File: src/rtl/core/srma_pkg.sv
// Shared widths, the reset jump limit and the flag type of the spike-rejecting moving-average filter.
package srma_pkg;

  localparam int unsigned TEMP_W  = 12;
  localparam int unsigned HUMI_W  = 10;
  localparam int unsigned LIMIT_W = 11;
  localparam int unsigned TDATA_W = 24;
  localparam int unsigned TUSER_W = 4;

  localparam logic [LIMIT_W-1:0] JUMP_LIMIT_RESET = 11'd20;

  typedef struct packed {
    logic replaced;
    logic updated;
  } chan_flags_t;

endpackage

File: src/rtl/core/spike_reject_moving_average.sv
// Top level of the spike-rejecting moving-average filter for temperature and humidity.
//
//  Channel   Direction  Handshake                        Payload
//  cfg       in         cfg_we_i                         cfg_wdata_i = jump_limit
//  s_axis    in         s_axis_tvalid_i/s_axis_tready_o  tdata = temp, humi readings
//  m_axis    out        m_axis_tvalid_o/m_axis_tready_i  tdata = values, tuser = flags
//
// Each accepted item has its registered result in the cycle after; one item per cycle while results are taken.
// The window average is precomputed from a running sum and registered, so the jump
// check, window update and next average fit between the input port and the result register.
// Reset leaves the filter unseeded with jump_limit at 20; the next item seeds the window.
// While the result register is full and not taken, s_axis_tready_o stays low.
module spike_reject_moving_average #(
  parameter int unsigned WINDOW_LEN = 8
) (
  input  logic                          clk_i,
  input  logic                          rst_ni,
  input  logic                          cfg_we_i,
  input  logic [srma_pkg::LIMIT_W-1:0]  cfg_wdata_i,
  input  logic                          s_axis_tvalid_i,
  output logic                          s_axis_tready_o,
  // [11:0] temp_reading, [21:12] humi_reading, [23:22] zero
  input  logic [srma_pkg::TDATA_W-1:0]  s_axis_tdata_i,
  output logic                          m_axis_tvalid_o,
  input  logic                          m_axis_tready_i,
  // [11:0] temp_value, [21:12] humi_value, [23:22] zero
  output logic [srma_pkg::TDATA_W-1:0]  m_axis_tdata_o,
  // [0] temp_updated, [1] humi_updated, [2] temp_replaced, [3] humi_replaced
  output logic [srma_pkg::TUSER_W-1:0]  m_axis_tuser_o
);

  localparam int unsigned TW  = srma_pkg::TEMP_W;
  localparam int unsigned HW  = srma_pkg::HUMI_W;
  // Humidity runs through the signed channel with one extra zero sign bit.
  localparam int unsigned HSW = HW + 1;
  localparam int unsigned PAD = srma_pkg::TDATA_W - TW - HW;

  logic                         in_acc;
  logic                         out_valid_q;
  logic                         seeded_q;
  logic [srma_pkg::LIMIT_W-1:0] limit_q;
  logic signed [TW-1:0]         temp_in;
  logic signed [HSW-1:0]        humi_in;
  logic signed [TW-1:0]         temp_val;
  logic signed [HSW-1:0]        humi_val;
  srma_pkg::chan_flags_t        temp_flags;
  srma_pkg::chan_flags_t        humi_flags;
  logic [TW-1:0]                out_temp_q;
  logic [HW-1:0]                out_humi_q;
  srma_pkg::chan_flags_t        out_temp_flags_q;
  srma_pkg::chan_flags_t        out_humi_flags_q;

  assign s_axis_tready_o = !out_valid_q || m_axis_tready_i;
  assign in_acc          = s_axis_tvalid_i && s_axis_tready_o;

  assign temp_in = signed'(s_axis_tdata_i[TW-1:0]);
  assign humi_in = signed'({1'b0, s_axis_tdata_i[TW+HW-1:TW]});

  srma_channel #(
    .DW         (TW),
    .WINDOW_LEN (WINDOW_LEN)
  ) u_temp (
    .clk_i     (clk_i),
    .en_i      (in_acc),
    .seed_i    (!seeded_q),
    .reading_i (temp_in),
    .limit_i   (limit_q),
    .value_o   (temp_val),
    .flags_o   (temp_flags)
  );

  srma_channel #(
    .DW         (HSW),
    .WINDOW_LEN (WINDOW_LEN)
  ) u_humi (
    .clk_i     (clk_i),
    .en_i      (in_acc),
    .seed_i    (!seeded_q),
    .reading_i (humi_in),
    .limit_i   (limit_q),
    .value_o   (humi_val),
    .flags_o   (humi_flags)
  );

  always_ff @(posedge clk_i or negedge rst_ni) begin
    if (!rst_ni) begin
      out_valid_q <= 1'b0;
      seeded_q    <= 1'b0;
      limit_q     <= srma_pkg::JUMP_LIMIT_RESET;
    end else begin
      if (cfg_we_i) begin
        limit_q <= cfg_wdata_i;
      end
      if (in_acc) begin
        seeded_q    <= 1'b1;
        out_valid_q <= 1'b1;
      end else if (m_axis_tready_i) begin
        out_valid_q <= 1'b0;
      end
    end
  end

  always_ff @(posedge clk_i) begin
    if (in_acc) begin
      out_temp_q       <= temp_val;
      out_humi_q       <= humi_val[HW-1:0];
      out_temp_flags_q <= temp_flags;
      out_humi_flags_q <= humi_flags;
    end
  end

  assign m_axis_tvalid_o = out_valid_q;
  assign m_axis_tdata_o  = {PAD'(0), out_humi_q, out_temp_q};
  assign m_axis_tuser_o  = {out_humi_flags_q.replaced, out_temp_flags_q.replaced,
                            out_humi_flags_q.updated, out_temp_flags_q.updated};

endmodule

File: src/rtl/core/srma_avg_div.sv
// Truncating signed division of a window sum by the window length, by reciprocal multiply.
module srma_avg_div #(
  parameter int unsigned DW         = 12,
  parameter int unsigned SW         = 15,
  parameter int unsigned WINDOW_LEN = 8
) (
  input  logic signed [SW-1:0] sum_i,
  output logic signed [DW-1:0] avg_o
);

  localparam int unsigned LOG_N     = $clog2(WINDOW_LEN);
  localparam int unsigned DIV_SHIFT = SW + LOG_N;
  // With the magnitude below 2**SW and the divisor at most 2**LOG_N, the rounded-up
  // reciprocal scaled by 2**(SW+LOG_N) gives the exact floor quotient.
  localparam longint unsigned MUL_CONST =
    ((64'd1 << DIV_SHIFT) + WINDOW_LEN - 1) / WINDOW_LEN;

  logic [SW-1:0]   mag;
  logic [SW:0]     recip;
  logic [2*SW:0]   prod;
  logic [DW-1:0]   quo;

  assign recip = (SW+1)'(MUL_CONST);

  always_comb begin
    mag   = sum_i[SW-1] ? SW'(-sum_i) : SW'(sum_i);
    prod  = (2*SW+1)'(mag) * (2*SW+1)'(recip);
    quo   = DW'(prod >> DIV_SHIFT);
    avg_o = sum_i[SW-1] ? -signed'(quo) : signed'(quo);
  end

endmodule

File: src/rtl/core/srma_channel.sv
// One filter channel: last value, window shift line, running sum, average and jump check.
module srma_channel #(
  parameter int unsigned DW         = 12,
  parameter int unsigned WINDOW_LEN = 8
) (
  input  logic                            clk_i,
  input  logic                            en_i,
  input  logic                            seed_i,
  input  logic signed [DW-1:0]            reading_i,
  input  logic [srma_pkg::LIMIT_W-1:0]    limit_i,
  output logic signed [DW-1:0]            value_o,
  output srma_pkg::chan_flags_t           flags_o
);

  localparam int unsigned LOG_N = $clog2(WINDOW_LEN);
  localparam int unsigned SW    = DW + LOG_N;

  // The window slot that is written next always holds the entry written WINDOW_LEN
  // items ago, so the circular window is kept as a shift line read at its tail.
  logic signed [DW-1:0] taps_q [WINDOW_LEN];
  logic signed [DW-1:0] last_q;
  logic signed [DW-1:0] avg_q;
  logic signed [DW-1:0] avg_d;
  logic signed [DW-1:0] tail;
  logic signed [DW-1:0] accepted;
  logic signed [DW-1:0] entry;
  logic signed [SW-1:0] sum_q;
  logic signed [SW-1:0] sum_d;
  logic signed [SW-1:0] seed_sum;
  logic signed [DW:0]   diff;
  logic [DW:0]          diff_mag;
  logic                 changed;
  logic                 over;

  assign tail = taps_q[WINDOW_LEN-1];

  always_comb begin
    diff     = (DW+1)'(reading_i) - (DW+1)'(last_q);
    diff_mag = diff[DW] ? (DW+1)'(-diff) : (DW+1)'(diff);
    changed  = (reading_i != last_q);
    over     = (diff_mag > (DW+1)'(limit_i));
    accepted = over ? avg_q : reading_i;
    entry    = changed ? accepted : tail;
    sum_d    = sum_q - SW'(tail) + SW'(entry);
    seed_sum = SW'(SW'(reading_i) * WINDOW_LEN);

    if (seed_i) begin
      value_o = reading_i;
    end else if (changed) begin
      value_o = accepted;
    end else begin
      value_o = last_q;
    end
    flags_o.updated  = seed_i | changed;
    flags_o.replaced = !seed_i & changed & over;
  end

  srma_avg_div #(
    .DW         (DW),
    .SW         (SW),
    .WINDOW_LEN (WINDOW_LEN)
  ) u_avg_div (
    .sum_i (sum_d),
    .avg_o (avg_d)
  );

  always_ff @(posedge clk_i) begin
    if (en_i) begin
      if (seed_i) begin
        last_q <= reading_i;
        sum_q  <= seed_sum;
        avg_q  <= reading_i;
        for (int i = 0; i < WINDOW_LEN; i++) begin
          taps_q[i] <= reading_i;
        end
      end else begin
        if (changed) begin
          last_q <= accepted;
        end
        sum_q     <= sum_d;
        avg_q     <= avg_d;
        taps_q[0] <= entry;
        for (int i = 1; i < WINDOW_LEN; i++) begin
          taps_q[i] <= taps_q[i-1];
        end
      end
    end
  end

endmodule

File: config.mk
export PLATFORM = sky130hd
export DESIGN_NAME = spike_reject_moving_average
export DESIGN_NICKNAME = d
export VERILOG_FILES = /design/src/rtl/core/srma_pkg.sv /design/src/rtl/core/spike_reject_moving_average.sv /design/src/rtl/core/srma_avg_div.sv /design/src/rtl/core/srma_channel.sv
export SDC_FILE = /design/constraint.sdc
export NUM_CORES = 1
export LEC_CHECK = 0
export BUFFER_PORTS_ARGS = -buffer_cell sky130_fd_sc_hd__buf_2
export CAP_MARGIN = 10
export CORE_AREA = 2 2 165 329
export DETAILED_ROUTE_END_ITERATION = 12
export DIE_AREA = 0 0 167 331
export SYNTH_ARGS = -nofsm -noshare
export SYNTH_HDL_FRONTEND = slang
export SYNTH_SLANG_ARGS = --single-unit
File: constraint.sdc
create_clock -name clk_i -period 10.1 [get_ports clk_i]
set_input_delay 0.505 -clock clk_i [delete_from_list [all_inputs] [get_ports clk_i]]
set_output_delay 0.505 -clock clk_i [all_outputs]
set_load 0.005 [all_outputs]
==> flow_metrics.py <==
metrics = {
    "run_status": {
        "status": "completed",
    },
    "setup_path": {
        "slowest_stage": "fa_1",
        "worstPathArrival_ps": 9720,
        "end_kind": "flip-flop",
        "worstPathRequired_ps": 10370,
        "start_kind": "flip-flop",
        "cp_max_fo": 12,
        "cpPeakStageDelay_ps": 490,
        "r2r_cells": 42,
        "path_class": "flip-flop to flip-flop",
    },
    "clocking": {
        "clockBufferDepth": 3,
        "clk-insertion-delay-late_ps": 560,
        "numCtsBuffers": 26,
        "cts_tree": "done",
        "cts_sinks": 276,
        "clk_pin_slew_ps": 70,
        "clockRootBuffer": "clkbuf_16",
        "htree_levels": 1,
    },
    "global_route": {
        "top_usage_layer": "met2",
        "grt_util_met2": 0.278,
        "grtUsageMet1": 0.149,
        "grt_util_met3": 0.0167,
        "grt_pass1_wl_um": 62700,
        "grt_pass1_vias": 11800,
        "grt_overflow_total": 0,
        "grt_max_degree": 106,
        "grt_usage": 0.142,
        "antenna_found_initial": 1,
    },
    "logic_synthesis": {
        "synth_cell_types": 74,
        "synthArstFlopShare": 0.0471,
        "netlist_instances": 1563,
        "ys_seq_area_frac": 0.506,
        "synth_flop_cell": "edfxtp_1",
        "yosysWarnings": 0,
        "ys_ff_latch": 276,
        "synth_area_per_cell_um2": 10.4,
        "netlist_area_um2": 16300,
        "synth_edf_count": 263,
    },
    "final_layout": {
        "syn2layout_area_growth_pct": 12.3,
        "final_common_cell": "nand2_1",
        "fin_util": 0.347,
        "drive_gt1_frac": 0.123,
        "finalNetCount": 1761,
        "final_cell_mix": "nand2_1, edfxtp_1, inv_1, ha_1, a21o_1",
    },
    "sta": {
        "fin_skew_ps": 9.77,
        "worst_slew_pin_slew_ps": 1230,
        "timing.setup.tns_ps": 0,
        "min_period_ps": 9440,
        "finalSetupViolCount": 0,
        "hold_viol_final": 0,
        "maxSlewHeadroom": 0.179,
        "slew_viol_final": 0,
        "rsz0062_at_grt": "no",
        "clock.fmax_mhz": 106,
        "whs_ps": 156,
        "min_period_over_period": 0.935,
    },
    "floorplan": {
        "die_area_um2": 55300,
        "die_w_um": 167,
        "start_util": 0.309,
        "die_height_um": 331,
        "core_um2": 52600,
        "row_count": 119,
        "io_pins": 70,
    },
    "place": {
        "portBuffers": 65,
        "place_congestion": 0.857,
        "dp_hpwl_um": 29200,
    },
    "hold_path": {
        "hold_depth": 2,
        "holdCritPathClass": "input port to flip-flop",
    },
    "route": {
        "ant_nets": 0,
        "dr_total_vias": 11600,
        "first_pass_iters": 5,
        "drc": 0,
        "vias_per_cell": 5.02,
        "wl_um": 39500,
        "drt_iter0_markers": 638,
        "avgRoutedWirePerCell_um": 17.2,
    },
    "job": {
        "cap_viol_max_count": 0,
    },
}
[flip-flops by register name, summed over array words and instances (netlist names)]
signal and count:
u_temp.taps_q 96, u_humi.taps_q 88, u_temp.sum_q 15, u_humi.sum_q 14
u_temp.avg_q 12, u_temp.last_q 12, limit_q 11, u_humi.avg_q 11
u_humi.last_q 11, m_axis_tuser_o 4, m_axis_tvalid_o 1, seeded_q 1
[cell usage after synthesis, types with 20 or more instances]
master | count | area, um2
nand2_1 | 326 | 1220
edfxtp_1 | 263 | 7900
inv_1 | 130 | 488
ha_1 | 77 | 963
a21o_1 | 70 | 526
nor2_1 | 70 | 263
o21ai_0 | 70 | 350
a21oi_1 | 63 | 315
xnor2_1 | 47 | 412
clkbuf_1 | 46 | 173
mux2_2 | 39 | 439
fa_1 | 29 | 581
xor2_1 | 25 | 219
and2_1 | 20 | 125
[final cells by class]
cell class                 count  area (um2)
timing repair buffer          91         536
inverter                     132         500
multi-input combinational   1088        7300
sequential                   276        8230
tap                          665         832
antenna                        1        2.50
fill                        5199       34300
clock buffer                  30         687
clock inverter                16         170
[per-layer routing]
layer  up-vias  wire length, um
met2       230            21700
met3        91             1430
li1       5559                -
met1      5670            14500
met4         2             1760
met5         -               13
[through the flow]
| step | cell area (um2) | instances | setup WS (ps) |
|---|---|---|---|
| after global routing | 18300 | 2298 | 43.1 |
| after floorplan | 16300 | 1564 | 1260 |
| final | 18300 | 2299 | 656 |
| after CTS | 18200 | 2296 | 412 |
| after global placement | 17300 | 2249 | 318 |
| after detailed placement | 17300 | 2249 | 150 |
[logic make-up (layout without fill, tap and decap cells)]
kind of cell    Yosys count  after routing  synth area share
compound gates          299            299             0.119
xor+xnor                 73             73            0.0398
fa+ha+maj               106            106            0.0950
buf+inv                 200            269            0.0493
flops                   276            276             0.506
mux                      57             57            0.0381
other cells               1              3          0.000231
simple gates            551            551             0.152
[critical path: cells and delay by family (launching register included)]
| family | cells | cell delay [ps] |
|---|---|---|
| simple gates | 15 | 2580 |
| compound gates | 13 | 2770 |
| mux | 1 | 190 |
| fa+ha+maj | 6 | 2000 |
| flops | 1 | 410 |
| xor+xnor | 5 | 850 |
| buf+inv | 2 | 330 |
[what timing repair did]
action | 4_1_cts | 5_1_grt
hold endpoints to repair | 11 | 0
hold buffers | 1 | 0
endpoints found under the setup margin | 0 | 9
buffers inserted | 0 | 2
gates resized for setup | 0 | 17
[final timing paths]
kind | startpoint | end | slack [ps]
worst min-delay path | s_axis_tvalid_i | m_axis_tvalid_o | 160
worst max register to register | u_temp.last_q[0] | u_temp.avg_q[10] | 660
worst min register to register | u_temp.taps_q[1][16] | u_temp.taps_q[1][28] | 520
min in group asynchronous | rst_ni | limit_q[1] | 370
max in group asynchronous | rst_ni | limit_q[4] | 9450
worst max-delay path | u_temp.last_q[0] | u_temp.avg_q[10] | 660
Power is not shown: default switching activity piles up to over one toggle a cycle in this logic, so the estimate is an artifact.
